`config.mk`:
```
export PLATFORM = sky130hd
export DESIGN_NAME = bpd_frame_ctrl
export DESIGN_NICKNAME = d
export VERILOG_FILES = /design/src/sv/bpd_pkg.sv /design/src/sv/bpd_frame_ctrl.sv
export SDC_FILE = /design/constraint.sdc
export NUM_CORES = 1
export LEC_CHECK = 0
export BUFFER_PORTS_ARGS = -buffer_cell sky130_fd_sc_hd__buf_2
export CAP_MARGIN = 20
export CORE_UTILIZATION = 45
export CTS_CLUSTER_SIZE = 40
export DETAILED_ROUTE_END_ITERATION = 8
export PLACE_DENSITY = 0.78
export RECOVER_POWER = 50
export REMOVE_ABC_BUFFERS = 1
export SLEW_MARGIN = 20
export SYNTH_ARGS = -nofsm -noshare
export SYNTH_HDL_FRONTEND = slang
export SYNTH_SLANG_ARGS = --single-unit
```
`constraint.sdc`:
```
create_clock -name clk -period 14.4 [get_ports clk]
set_clock_uncertainty 0.15 [all_clocks]
set_input_delay 1.44 -clock clk [delete_from_list [all_inputs] [get_ports clk]]
set_output_delay 1.44 -clock clk [all_outputs]
set_load 0.01 [all_outputs]
```
`src/sv/bpd_pkg.sv`:
```
// ----------------------------------------------------------------------------
// bpd_pkg
// Shared types, codes and constants of the BMP pixel stream decoder.
// ----------------------------------------------------------------------------
package bpd_pkg;

	localparam int DEF_PALETTE_DEPTH = 256;
	localparam int DEF_MAX_DIMENSION = 256;
	localparam int DIM_CEILING       = 256;

	localparam int DIM_W      = 9;
	localparam int CFG_IDX_W  = 2;
	localparam int CFG_DATA_W = 9;
	localparam int ACTION_W   = 2;
	localparam int BYTE_W     = 8;
	localparam int COORD_W    = 8;
	localparam int COLOR_W    = 24;

	typedef enum logic [ACTION_W-1:0] {
		ACT_START     = 2'd0,
		ACT_PAL_WRITE = 2'd1,
		ACT_PIXEL     = 2'd2
	} action_t;

	typedef enum logic [1:0] {
		FMT_4BPP  = 2'd0,
		FMT_8BPP  = 2'd1,
		FMT_24BPP = 2'd2
	} pixel_format_t;

	typedef enum logic [CFG_IDX_W-1:0] {
		REG_PIXEL_FORMAT = 2'd0,
		REG_IMAGE_WIDTH  = 2'd1,
		REG_IMAGE_HEIGHT = 2'd2
	} reg_index_t;

	typedef struct packed {
		logic [COORD_W-1:0] column;
		logic [COORD_W-1:0] row;
		logic               frame_end;
		logic               last;
	} pix_meta_t;

	typedef struct packed {
		logic               p0;
		logic               p1;
		pix_meta_t          m0;
		pix_meta_t          m1;
		logic               use_pal;
		logic [COLOR_W-1:0] rgb;
	} bpd_req_t;

endpackage

```
`src/sv/bpd_frame_ctrl.sv`:
```
// ----------------------------------------------------------------------------
// bpd_frame_ctrl
// Configuration registers, position counters, 24 bpp byte assembly and row
// padding. Decides which pixels a byte emits and issues palette reads.
// ----------------------------------------------------------------------------
module bpd_frame_ctrl import bpd_pkg::*; #(
	parameter int PALETTE_DEPTH = DEF_PALETTE_DEPTH,
	parameter int MAX_DIMENSION = DEF_MAX_DIMENSION,
	localparam int AW = $clog2(PALETTE_DEPTH)
) (
	input  logic                  clk,
	input  logic                  arst_n,
	input  logic                  cfg_we,
	input  logic [CFG_IDX_W-1:0]  cfg_index,
	input  logic [CFG_DATA_W-1:0] cfg_data,
	input  logic                  accept,
	input  logic [ACTION_W-1:0]   action,
	input  logic [BYTE_W-1:0]     data_byte,
	output logic                  load,
	output bpd_req_t              req,
	output logic [AW-1:0]         rd_addr0,
	output logic [AW-1:0]         rd_addr1,
	output logic                  rd_hit0
);

	localparam int DIM_LIM_INT = (MAX_DIMENSION < DIM_CEILING) ? MAX_DIMENSION : DIM_CEILING;
	localparam logic [DIM_W-1:0] DIM_LIM = DIM_W'(DIM_LIM_INT);
	localparam logic [DIM_W-1:0] DEPTH_CMP = DIM_W'(PALETTE_DEPTH);

	localparam logic [1:0] PH_BLUE  = 2'd0;
	localparam logic [1:0] PH_GREEN = 2'd1;
	localparam logic [1:0] PH_RED   = 2'd2;

	typedef struct packed {
		logic [COORD_W-1:0] col;
		logic [COORD_W-1:0] row;
		logic [1:0]         pad;
		logic               done;
	} fstate_t;

	typedef struct packed {
		logic      ok;
		pix_meta_t meta;
		fstate_t   nxt;
	} emit_t;

	function automatic logic [DIM_W-1:0] eff_dim(logic [DIM_W-1:0] v);
		logic [DIM_W-1:0] d;
		d = v;
		if (d == '0) d = DIM_W'(1);
		if (d > DIM_LIM) d = DIM_LIM;
		return d;
	endfunction

	function automatic emit_t emit(fstate_t s, logic [DIM_W-1:0] w, logic [DIM_W-1:0] h,
		logic pad_rows);
		emit_t            r;
		logic [DIM_W-1:0] col_inc;
		logic [DIM_W-1:0] row_inc;
		r.nxt = s;
		r.ok = !s.done && ({1'b0, s.row} < h);
		col_inc = {1'b0, s.col} + DIM_W'(1);
		row_inc = {1'b0, s.row} + DIM_W'(1);
		r.meta.column = s.col;
		r.meta.row = COORD_W'(h - DIM_W'(1) - {1'b0, s.row});
		r.meta.frame_end = 1'b0;
		r.meta.last = 1'b0;
		if (r.ok) begin
			r.nxt.col = col_inc[COORD_W-1:0];
			if (col_inc >= w) begin
				r.nxt.col = '0;
				r.nxt.row = row_inc[COORD_W-1:0];
				if (row_inc >= h) begin
					r.nxt.done = 1'b1;
					r.meta.frame_end = 1'b1;
				end
				if (pad_rows) r.nxt.pad = w[1:0];
			end
		end
		return r;
	endfunction

	logic [1:0]       fmt_q;
	logic [DIM_W-1:0] width_q;
	logic [DIM_W-1:0] height_q;
	logic [DIM_W-1:0] w_eff;
	logic [DIM_W-1:0] h_eff;

	fstate_t cur;
	fstate_t nxt;
	emit_t   e0;
	emit_t   e1;

	logic [COORD_W-1:0] col_q;
	logic [COORD_W-1:0] row_q;
	logic [1:0]         pad_q;
	logic               done_q;
	logic [1:0]         phase_q;
	logic [1:0]         phase_d;
	logic [15:0]        part_q;
	logic [15:0]        part_d;

	assign w_eff = eff_dim(width_q);
	assign h_eff = eff_dim(height_q);

	always_ff @(posedge clk or negedge arst_n) begin
		if (!arst_n) begin
			fmt_q    <= FMT_8BPP;
			width_q  <= DIM_W'(16);
			height_q <= DIM_W'(16);
		end else if (cfg_we) begin
			case (cfg_index)
				REG_PIXEL_FORMAT: fmt_q <= cfg_data[1:0];
				REG_IMAGE_WIDTH:  width_q <= cfg_data;
				REG_IMAGE_HEIGHT: height_q <= cfg_data;
				default: ;
			endcase
		end
	end

	always_comb begin
		cur.col  = col_q;
		cur.row  = row_q;
		cur.pad  = pad_q;
		cur.done = done_q;
		e0 = emit(cur, w_eff, h_eff, fmt_q == FMT_24BPP);
		e1 = emit(e0.nxt, w_eff, h_eff, 1'b0);
		nxt = cur;
		phase_d = phase_q;
		part_d = part_q;
		req = '0;
		if (accept) begin
			case (action)
				ACT_START: begin
					nxt = '0;
					phase_d = PH_BLUE;
					part_d = '0;
				end
				ACT_PIXEL: begin
					case (fmt_q)
						FMT_8BPP: begin
							req.p0 = e0.ok;
							req.m0 = e0.meta;
							req.m0.last = 1'b1;
							req.use_pal = 1'b1;
							nxt = e0.nxt;
						end
						FMT_4BPP: begin
							req.p0 = e0.ok;
							req.p1 = e1.ok;
							req.m0 = e0.meta;
							req.m0.last = !e1.ok;
							req.m1 = e1.meta;
							req.m1.last = 1'b1;
							req.use_pal = 1'b1;
							nxt = e1.nxt;
						end
						FMT_24BPP: begin
							if (pad_q != 2'd0) begin
								nxt.pad = pad_q - 2'd1;
							end else begin
								case (phase_q)
									PH_BLUE: begin
										part_d = {8'h00, data_byte};
										phase_d = PH_GREEN;
									end
									PH_GREEN: begin
										part_d = {data_byte, part_q[7:0]};
										phase_d = PH_RED;
									end
									default: begin
										phase_d = PH_BLUE;
										req.p0 = e0.ok;
										req.m0 = e0.meta;
										req.m0.last = 1'b1;
										req.rgb = {data_byte, part_q};
										nxt = e0.nxt;
									end
								endcase
							end
						end
						default: ;
					endcase
				end
				default: ;
			endcase
		end
	end

	assign load = req.p0;

	always_comb begin
		rd_addr1 = AW'(data_byte[3:0]);
		if (fmt_q == FMT_4BPP) begin
			rd_addr0 = AW'(data_byte[7:4]);
			rd_hit0  = 1'b1;
		end else begin
			rd_hit0  = ({1'b0, data_byte} < DEPTH_CMP);
			rd_addr0 = rd_hit0 ? data_byte[AW-1:0] : '0;
		end
	end

	always_ff @(posedge clk or negedge arst_n) begin
		if (!arst_n) begin
			col_q   <= '0;
			row_q   <= '0;
			pad_q   <= '0;
			done_q  <= 1'b0;
			phase_q <= PH_BLUE;
			part_q  <= '0;
		end else begin
			col_q   <= nxt.col;
			row_q   <= nxt.row;
			pad_q   <= nxt.pad;
			done_q  <= nxt.done;
			phase_q <= phase_d;
			part_q  <= part_d;
		end
	end

endmodule

```
==> results of run 1 <==
## worst max-delay path by stage
stage                   from      end  slack [ps]  depth (start not counted)
floorplan           col_q[0]  req[26]        7900                         21
global placement    col_q[0]  req[26]        7110                         23
detailed placement  col_q[0]  req[26]        6980                         23
CTS                 col_q[0]  req[26]        6610                         23
global route        col_q[0]  req[26]        6140                         19
finish              col_q[0]  req[26]        6540                         23
## power by group through the flow
stage	registers [mW]	logic, mW	clock network [mW]
2_1_floorplan	0.202	0.281	0
3_3_place_gp	0.209	0.364	0
3_5_place_dp	0.210	0.373	0
4_1_cts	0.208	0.376	0.216
5_1_grt	0.212	0.425	0.226
6_report	0.209	0.380	0.214
## stage by stage
stage	hold WS [ps]	power, mW
floorplan	292	0.483
finish	318	0.803
global placement	303	0.573
global route	343	0.863
CTS	323	0.800
detailed placement	312	0.583
## layer usage
metal | track usage | part of all wire | vias to the layer above
li1 | - | - | 2633
met1 | 0.342 | 0.45 | 2626
met2 | 0.384 | 0.45 | 204
met3 | 0.0544 | 0.068 | 42
met4 | 0.101 | 0.030 | 0
met5 | 0 | 0 | -
## cells in the mapped netlist (8+ instances only)
library cell	n
a31oi_1	8
nand4_1	10
nor2b_1	13
dfrtp_1	54
xor2_1	14
o21ai_0	38
nand3_1	17
nor3_1	18
nand2b_1	9
and2_1	37
a22o_1	13
and3_1	11
a21oi_1	22
buf_4	11
inv_1	30
nor2_1	48
xnor2_1	35
a21o_1	14
o21a_1	9
nand2_1	70
clkbuf_1	13
ha_1	69
mux2_2	25
## state kept, by name, indices dropped and copies added, names as in the netlist
register,count
col_q,8
done_q,1
fmt_q,2
height_q,9
pad_q,2
part_q,16
phase_q,2
row_q,8
width_q,9
## worst max-delay path, delay by kind of cell (launching register included)
family	cells	cell delay, ps
compound gates	7	2090
simple gates	10	1770
flops	1	470
buf+inv	1	190
fa+ha+maj	4	1250
xor+xnor	1	140
## kinds of logic (layout without fill, tap and decap cells)
logic type      count (synthesis)  count (layout)  synth area share
compound gates                161             161             0.192
buf+inv                        63             150            0.0497
xor+xnor                       51              51            0.0802
flops                          57              57             0.245
mux                            28              28            0.0534
other cells                     2               5           0.00129
simple gates                  256             256             0.223
fa+ha+maj                      71              71             0.155
## final cells by class
class	count	area share
Clock buffer	10	0.0357
Clock inverter	5	0.00840
Inverter	32	0.0179
Multi-Input combinational cell	572	0.616
Sequential cell	57	0.213
Timing Repair Buffer	103	0.0767
Tap cell	172	0.0321
==> metrics.md, run 1 <==
| Metric | Value |
|---|---|
| CP startpoint kind | flop |
| DRT antenna net count | 0 |
| Synthesized instance count | 689 |
| Final setup fails | 0 |
| GRT overflow | 0 |
| Fillers | 1229 |
| Top cell type's share of synthesized area | 0.232 |
| PD cells | 120 nW/um^2 |
| Post-synth EDFFs | 0 |
| Synth cell types | 75 |
| Failing checks | capacitance limit, slew limit |
| Hold Path Class | reg -> reg |
| Post-layout util | 0.531 |
| Area of the multi-input gates | 4130 um^2 |
| Finished Layout Cells | 951 |
| Worst hold start | part_q[1] |
| RSZ-0062 raised after global routing | false |
| Max Root-Sink Buffers | 2 |
| Critical path class | reg -> out |
| R2R Path Start | col_q[0] |
| Placed cell count | 936 |
| Peak Freq | 0.127 GHz |
| Remaining DRCs | 0 |
| DR pass1 iterations | 5 |
| Net Sw Frac | 0.403 |
| Layout area overhead | 14.8% |
| Final GP Congestion | 0.915 |
| Register area share after synthesis | 0.245 |
| Core area | 12600 um^2 |
| Syn_area_per_cell | 8.47 um^2 |
| CTS Hold Bufs | 0 |
| Clock tree from TritonCTS | built |
| Cells along the critical path | ha_1, and3_1, and3_1, and3_1, ha_1, nand4_1, nor2_1, a211oi_1, nor3_2, o21ai_0, ha_1, nand2b_1, nor4_1, a21oi_1, a211o_1, xnor2_1, ha_1, o21ai_0, nand2b_1, a21oi_1, a211o_1, nor3_1, buf_2 |
| Peak supply drop | 0.0000850 V |
| Main synth FF type | dfrtp_1 |
| Dpl ws | 6980 ps |
| First-pass GRT wire length | 26000 um |
| H-tree depth | 3 |
| DP Area | 6420 um^2 |
| Endpoints failing hold | 0 |
| # Max-Cap Violations | 1 |
| Clock Power Share | 0.266 |
| Reg-to-reg endpoint | col_q[6] |
| Synth warnings | 0 |
| # rows | 41 |
| Vias | 5505 |
| Seq pwr share | 0.260 |
| Slowest CP cell | a211oi_1 |
| Required time worst endpoint | 12810 ps |
| Asr flop ratio synth | 1.00 |
| CTS clk-pin slew, worst paths | 60 ps |
| Status | finished, violations left |
| CP max stage delay | 680 ps |
| CTS Root Cell | clkbuf_16 |
| CP endpoint kind | primary output |
| Synth top area cells | dfrtp_1 (23%), ha_1 (15%), xnor2_1 (5.3%) |
| DR vias/cell | 5.79 |
| Port bufs | 100 |
| Critical Path AT | 6270 ps |
| # diodes | 0 |
| Initial Utilization | 0.463 |
| Relative slew slack | -1.07 |
| Die H | 116 um |
| Vias in the first global route | 5137 |
| Die area | 13400 um^2 |
| Worst R2R Setup Slack | 8010 ps |
| Overall Global Routing Usage | 0.250 |
| Most frequent cells in the layout | buf_2 (96), nand2_1 (70), ha_1 (69) |
| Worst Hold Path Cells | 2 |
| Final #Nets | 871 |
| Max-slew violation count | 58 |
| Yosys reg bits | 57 |
| Leakage | 3.25 nW |
| P_sw | 0.323 mW |
| Synth area leader | dfrtp_1 |
| Internal | 0.480 mW |
| Design Area, Final | 6700 um^2 |
| Slew @ Worst Pin | 3100 ps |
| Post-Syn Area | 5840 um^2 |
| Final Cycle Share | 0.546 |
| Logic pwr share | 0.474 |
| Number of CTS-inserted buffers | 9 |
| CTS resizes | 0 |
| Final worst path period need | 7860 ps |
| Postcts setup bufs | 0 |
| Post-Route WL | 16300 um |
| I/O pin count | 106 |
| CP dominant cell by count | ha_1 |
| R2R cell count | 20 |
| WL per Instance | 17.1 um |
| Detailed router's first-iteration violation count | 433 |
| Max FO, Critical Path | 10 |
| Seq. cell area | 1430 um^2 |
| Die width | 116 um |
| WHS Endpoint | part_q[1] |
| Initial antenna violation count | 0 |
| Most common cell after layout, fill and taps aside | buf_2 |
| Ratio of cells with drive above 1 in the final layout | 0.204 |
| Clock Latency Late Sink | 350 ps |
| Fin Setup TNS | 0 ps |
| HPWL after DPL | 12100 um |
| CTS sink cnt | 57 |
| Pin count of the biggest net entering global routing | 58 |
| Worst Slack Setup Final | 6540 ps |
(Power assumes the default switching activity.)
==> inputs of run 2 (changes only) <==
==> constraint.sdc (replaced) <==
create_clock -name clk -period 8.2 [get_ports clk]
set_clock_uncertainty 0.15 [all_clocks]
set_input_delay 0.82 -clock clk [delete_from_list [all_inputs] [get_ports clk]]
set_output_delay 0.82 -clock clk [all_outputs]
set_load 0.01 [all_outputs]
==> run 2 against run 1 <==
  * The flow still finishes with violations (capacitance limit, slew limit)
  * Non-clock buffer count unchanged
  * Clock-buffer cell count unchanged
  * Register-to-register slack got worse by 6200 ps
  * Worst setup slack lost 5600 ps
  * Hold slack got worse by 0.80 ps
  * Wire length fell by 2.5%
  * Sequential power grew 75%
  * Clock power up 76%
  * Via count decreased by 1.7%
  * Utilization is essentially flat
  * Critical path type unchanged
==> metrics.md, run 2 (synthesized netlist as in run 1, its figures left out) <==
| Metric | Value |
|---|---|
| CP startpoint kind | flop |
| DP Area | 6420 um^2 |
| Power, Total | 1.41 mW |
| Final #Nets | 871 |
| M2 GR Usage | 0.366 |
| Crit path buf inv count | 1 |
| Peak Freq | 0.138 GHz |
| PD cells | 210 nW/um^2 |
| Failing checks | capacitance limit, slew limit |
| Status | finished, violations left |
| Fin Setup TNS | 0 ps |
| # Max-Cap Violations | 1 |
| RSZ-0062 raised after global routing | false |
| Critical Path AT | 6290 ps |
| Pin count of the biggest net entering global routing | 58 |
| Critical path's top delay family | compound AO/OA/AOI/OAI gates |
| CP dominant cell by count | ha_1 |
| Hold Path Class | reg -> reg |
| Max-slew violation count | 58 |
| Clock tree from TritonCTS | built |
| Worst R2R Setup Slack | 1850 ps |
| Required time worst endpoint | 7230 ps |
| Largest register by flop count | part_q |
| Leakage | 3.23 nW |
| Cells along the critical path | ha_1, and3_1, and3_1, and3_1, ha_1, a21oi_1, o21ai_1, a211oi_1, nor3_2, o21ai_0, ha_1, nand2b_1, nor4_1, a21oi_1, a211o_1, xnor2_1, ha_1, o21ai_0, nand2b_1, a21oi_1, a211o_1, nor3_1, buf_2 |
| Final setup fails | 0 |
| # rows | 41 |
| CTS sink cnt | 57 |
| Largest registers | part_q (16), height_q (9), width_q (9) |
| Port bufs | 100 |
| Number of CTS-inserted buffers | 9 |
| Final worst path period need | 7260 ps |
| Max FO, Critical Path | 10 |
| Ratio of cells with drive above 1 in the final layout | 0.199 |
| GRT overflow | 0 |
| WL per Instance | 16.7 um |
| H-tree depth | 3 |
| DR pass1 iterations | 5 |
| First-pass GRT wire length | 25000 um |
| Endpoints failing hold | 0 |
| Max reg flops | 16 |
| Peak supply drop | 0.000175 V |
| Grt peak-use layer | met2 |
| HPWL after DPL | 11900 um |
| Most common cell after layout, fill and taps aside | buf_2 |
| Core area | 12600 um^2 |
| Most frequent cells in the layout | buf_2 (93), nand2_1 (70), ha_1 (69) |
| Relative slew slack | -1.12 |
| Postcts setup bufs | 0 |
| # diodes | 0 |
| Worst Hold Path Cells | 2 |
| Remaining DRCs | 0 |
| Die area | 13400 um^2 |
| Reg-to-reg endpoint | col_q[6] |
| Worst hold start | part_q[3] |
| CTS Root Cell | clkbuf_16 |
| Initial antenna violation count | 0 |
| CP max stage delay | 690 ps |
| I/O pin count | 106 |
| WHS Endpoint | part_q[3] |
| CTS clk-pin slew, worst paths | 60 ps |
| Initial Utilization | 0.463 |
| Clock Latency Late Sink | 330 ps |
| Max Root-Sink Buffers | 2 |
| Detailed router's first-iteration violation count | 332 |
| DR vias/cell | 5.69 |
| Die width | 116 um |
| Post-Route WL | 15900 um |
| CP endpoint kind | primary output |
| Slowest CP cell | a211oi_1 |
| CTS Hold Bufs | 0 |
| R2R cell count | 20 |
| Global-route met1 utilization | 0.337 |
| Final GP Congestion | 0.927 |
| Fillers | 1249 |
| CTS resizes | 0 |
| Layout area overhead | 14.8% |
| M3 GR Usage | 0.0570 |
| Final Cycle Share | 0.885 |
| Vias in the first global route | 4754 |
| DRT antenna net count | 0 |
| Critical path class | reg -> out |
| Design Area, Final | 6700 um^2 |
| Die H | 116 um |
| R2R Path Start | col_q[0] |
| Slew @ Worst Pin | 3170 ps |
| Overall Global Routing Usage | 0.239 |
| Vias | 5414 |
run 2: layout make-up:
class | instances | area [um^2] | area share
Clock buffer | 10 | 229 | 0.0342
Inverter | 32 | 120 | 0.0179
Tap cell | 172 | 215 | 0.0321
Sequential cell | 57 | 1430 | 0.213
Timing Repair Buffer | 103 | 510 | 0.0762
Clock inverter | 6 | 67.6 | 0.0101
Multi-Input combinational cell | 572 | 4130 | 0.616
run 2: worst register-to-register path, delay by kind of cell, from the launching register on:
family                   cells  cell delay [ps]
XOR/XNOR                     1              380
buffers and inverters        1              140
AND/OR/NAND/NOR              8             2220
AO/OA/AOI/OAI                7             1950
flip-flops                   1              460
adder cells (fa/ha/maj)      3              950
run 2: how the worst max path moves through the flow:
stage,slack [ps],endpoint,depth (start not counted),start
global route,600,req[26],23,col_q[0]
finish,940,req[26],23,col_q[0]
detailed placement,1380,req[26],23,col_q[0]
floorplan,2320,req[26],21,col_q[0]
global placement,1530,req[26],23,col_q[0]
CTS,980,req[26],23,col_q[0]
run 2: metal layers:
layer,wire [um],part of all wire
met1,7340,0.46
met2,7230,0.46
met3,1060,0.066
met4,252,0.016
met5,0,0
run 2: metrics by stage:
stage	util	setup WS (ps)	hold slack, ps	std cells
detailed placement	0.508	1380	312	936
finish	0.531	943	318	952
CTS	0.532	981	325	952
floorplan	-	2320	292	661
global placement	0.508	1530	303	936
global route	0.531	599	344	952
run 2: power by group:
group / internal (mW) / leakage [nW] / total, mW / switching (mW)
sequential: 0.322 / 0.740 / 0.365 / 0.0428
clock: 0.236 / 0.139 / 0.377 / 0.141
combinational: 0.279 / 2.35 / 0.664 / 0.385
==> inputs of run 3 (changes only) <==
--- a/config.mk
+++ b/config.mk
@@ -5,12 +5,13 @@
 export SDC_FILE = /design/constraint.sdc
 export NUM_CORES = 1
 export LEC_CHECK = 0
+export ABC_AREA = 1
 export BUFFER_PORTS_ARGS = -buffer_cell sky130_fd_sc_hd__buf_2
 export CAP_MARGIN = 20
 export CORE_UTILIZATION = 45
 export CTS_CLUSTER_SIZE = 40
 export DETAILED_ROUTE_END_ITERATION = 8
-export PLACE_DENSITY = 0.78
+export PLACE_DENSITY = 0.77
 export RECOVER_POWER = 50
 export REMOVE_ABC_BUFFERS = 1
 export SLEW_MARGIN = 20
==> run 3 against run 2 <==
  * The flow still finishes with violations (capacitance limit, slew limit)
  * Global-route usage increased by 0.70 points
  * Register-to-register slack improved by 580 ps
  * Critical path type unchanged
  * Via count rose by 14%
  * Critical path depth increased by 7
  * Worst setup slack better by 650 ps
  * Critical endpoint unchanged
  * Die area is 4.5% higher
  * Sequential cell count stayed put
  * Sequential power rose by 12%
  * Fmax grew 9.9%
  * Sequential share of layout area down 1.0 points
  * Wire length is 6.2% higher
  * Clock-buffer cell count rose by 2
==> metrics.md, run 3 <==
| Metric | Value |
|---|---|
| Layout area overhead | 15.1% |
| Number of CTS-inserted buffers | 9 |
| Failing checks | capacitance limit, slew limit |
| Die H | 118 um |
| Clock tree from TritonCTS | built |
| DR pass1 iterations | 5 |
| Asr flop ratio synth | 1.00 |
| Synth area leader | dfrtp_1 |
| Pin count of the biggest net entering global routing | 58 |
| Synthesized instance count | 922 |
| Worst R2R Setup Slack | 2430 ps |
| CTS sink cnt | 57 |
| Fin Setup TNS | 0 ps |
| Final #Nets | 1113 |
| Largest register by flop count | part_q |
| Status | finished, violations left |
| Register area share after synthesis | 0.234 |
| Peak supply drop | 0.000196 V |
| # Max-Cap Violations | 1 |
| Main synth FF type | dfrtp_1 |
| Post-synth top cells | nand2_1 (197), inv_1 (155), nor2_1 (107) |
| # diodes | 0 |
| RSZ-0062 raised after global routing | false |
| Max FO, Critical Path | 8 |
| HPWL after DPL | 13100 um |
| Synth warnings | 0 |
| CP dominant cell by count | nand2_1 |
| Yosys reg bits | 57 |
| Ratio of cells with drive above 1 in the final layout | 0.164 |
| Critical Path AT | 5630 ps |
| WL per Instance | 14.1 um |
| Critical path class | reg -> out |
| Clock Latency Late Sink | 330 ps |
| Synth cell types | 50 |
| Syn_area_per_cell | 6.62 um^2 |
| Top cell type's share of synthesized area | 0.221 |
| Overall Global Routing Usage | 0.246 |
| Most common cell after layout, fill and taps aside | nand2_1 |
| Relative slew slack | -1.15 |
| Synth top area cells | dfrtp_1 (22%), ha_1 (14%), nand2_1 (12%) |
| Final GP Congestion | 0.928 |
| CTS Root Cell | clkbuf_16 |
| Postcts setup bufs | 0 |
| Core area | 13200 um^2 |
| Most frequent cells in the layout | nand2_1 (197), inv_1 (155), nor2_1 (107) |
| Peak Freq | 0.151 GHz |
| Endpoints failing hold | 0 |
| Max reg flops | 16 |
| Largest registers | part_q (16), height_q (9), width_q (9) |
| I/O pin count | 106 |
| Leakage | 3.90 nW |
| Remaining DRCs | 0 |
| Final Cycle Share | 0.805 |
| Post-synth EDFFs | 0 |
| PD cells | 472 nW/um^2 |
| Slowest CP cell | or3b_2 |
| Max-slew violation count | 58 |
| Hold_ws | 338 ps |
| DR vias/cell | 5.17 |
| First-pass GRT wire length | 27700 um |
| Initial Utilization | 0.461 |
| Post-Route WL | 16900 um |
| # rows | 42 |
| CTS clk-pin slew, worst paths | 50 ps |
| H-tree depth | 3 |
| CP max stage delay | 460 ps |
| Max Root-Sink Buffers | 2 |
| Detailed router's first-iteration violation count | 337 |
| Port bufs | 100 |
| Vias | 6190 |
| CTS resizes | 0 |
| Most frequent cell after synthesis | nand2_1 |
| Die width | 118 um |
| CP endpoint kind | primary output |
| CP startpoint kind | flop |
| Slew @ Worst Pin | 3220 ps |
| Die area | 14000 um^2 |
| Final worst path period need | 6600 ps |
| GRT overflow | 0 |
| Final setup fails | 0 |
| DRT antenna net count | 0 |
| Vias in the first global route | 5749 |
| Required time worst endpoint | 7230 ps |
| Hold Path Class | reg -> reg |
| Post-Syn Area | 6100 um^2 |
| CTS Hold Bufs | 0 |
| Initial antenna violation count | 0 |
## run 3: changes by cell type after synthesis, moves of 13 or more
cell     change
and2_1      -37
a21oi_1     +26
nand2_1    +127
inv_1      +125
nor2_1      +59
xnor2_1     -32
a21o_1      -14
nor2b_1     -13
mux2_2      -25
nand3_1     +28
a22o_1      -13
o21ai_0     +21
## run 3: where the power goes
| part | internal (mW) | switching, mW |
|---|---|---|
| Clock | 0.252 | 0.137 |
| Sequential | 0.341 | 0.0683 |
| Combinational | 0.850 | 1.67 |
## run 3: kinds of logic (layout without fill, tap and decap cells)
kind of cell | after synthesis | count (layout) | synth area share
and+or+nand+nor | 430 | 430 | 0.319
buffers and inverters | 191 | 288 | 0.126
AOI/OAI and AO/OA | 150 | 150 | 0.137
adders and majority gates | 71 | 71 | 0.148
DFF | 57 | 57 | 0.234
xor gates and xnor gates | 21 | 21 | 0.0344
other | 2 | 5 | 0.00123
## run 3: layout make-up
| cell class | instances | area [um^2] |
|---|---|---|
| fill | 1342 | 6210 |
| multi-input combinational | 677 | 3920 |
| sequential | 57 | 1430 |
| inverter | 167 | 629 |
| timing repair buffer | 105 | 526 |
| clock buffer | 12 | 256 |
| tap | 176 | 220 |
| clock inverter | 4 | 51.3 |
## run 3: metal layers
| metal | global-route usage | vias up | share of wire |
|---|---|---|---|
| met1 | 0.330 | 2799 | 0.47 |
| met2 | 0.400 | 203 | 0.45 |
| met3 | 0.0405 | 30 | 0.058 |
| met5 | 0 | - | 0 |
| li1 | - | 3158 | - |
| met4 | 0.0870 | 0 | 0.026 |
## run 3: metrics by stage
stage | area [um^2] | total power, mW | util | instances | setup WS, ps
final | 7030 | 3.32 | 0.531 | 1198 | 1600
after detailed placement | 6730 | 2.87 | 0.508 | 1181 | 2080
after floorplan | 5980 | 2.33 | - | 901 | 2620
after CTS | 7030 | 3.29 | 0.531 | 1197 | 1690
after global routing | 7030 | 3.70 | 0.531 | 1198 | 1050
after global placement | 6730 | 2.85 | 0.508 | 1181 | 2300
## run 3: final timing paths
kind	cells after the start	to	startpoint
min	2	height_q[5]	height_q[5]
max in group asynchronous	2	pad_q[1]	arst_n
min in group asynchronous	2	part_q[2]	arst_n
max	30	req[26]	height_q[1]
min reg2reg	2	height_q[5]	height_q[5]
max reg2reg	33	row_q[6]	height_q[1]
## run 3: critical path, delay by kind of cell (launching register included)
| kind | cells | cell delay, ps |
|---|---|---|
| AND/OR/NAND/NOR | 17 | 2830 |
| adder cells (fa/ha/maj) | 3 | 820 |
| buffers and inverters | 6 | 690 |
| AO/OA/AOI/OAI | 4 | 580 |
| flip-flops | 1 | 380 |
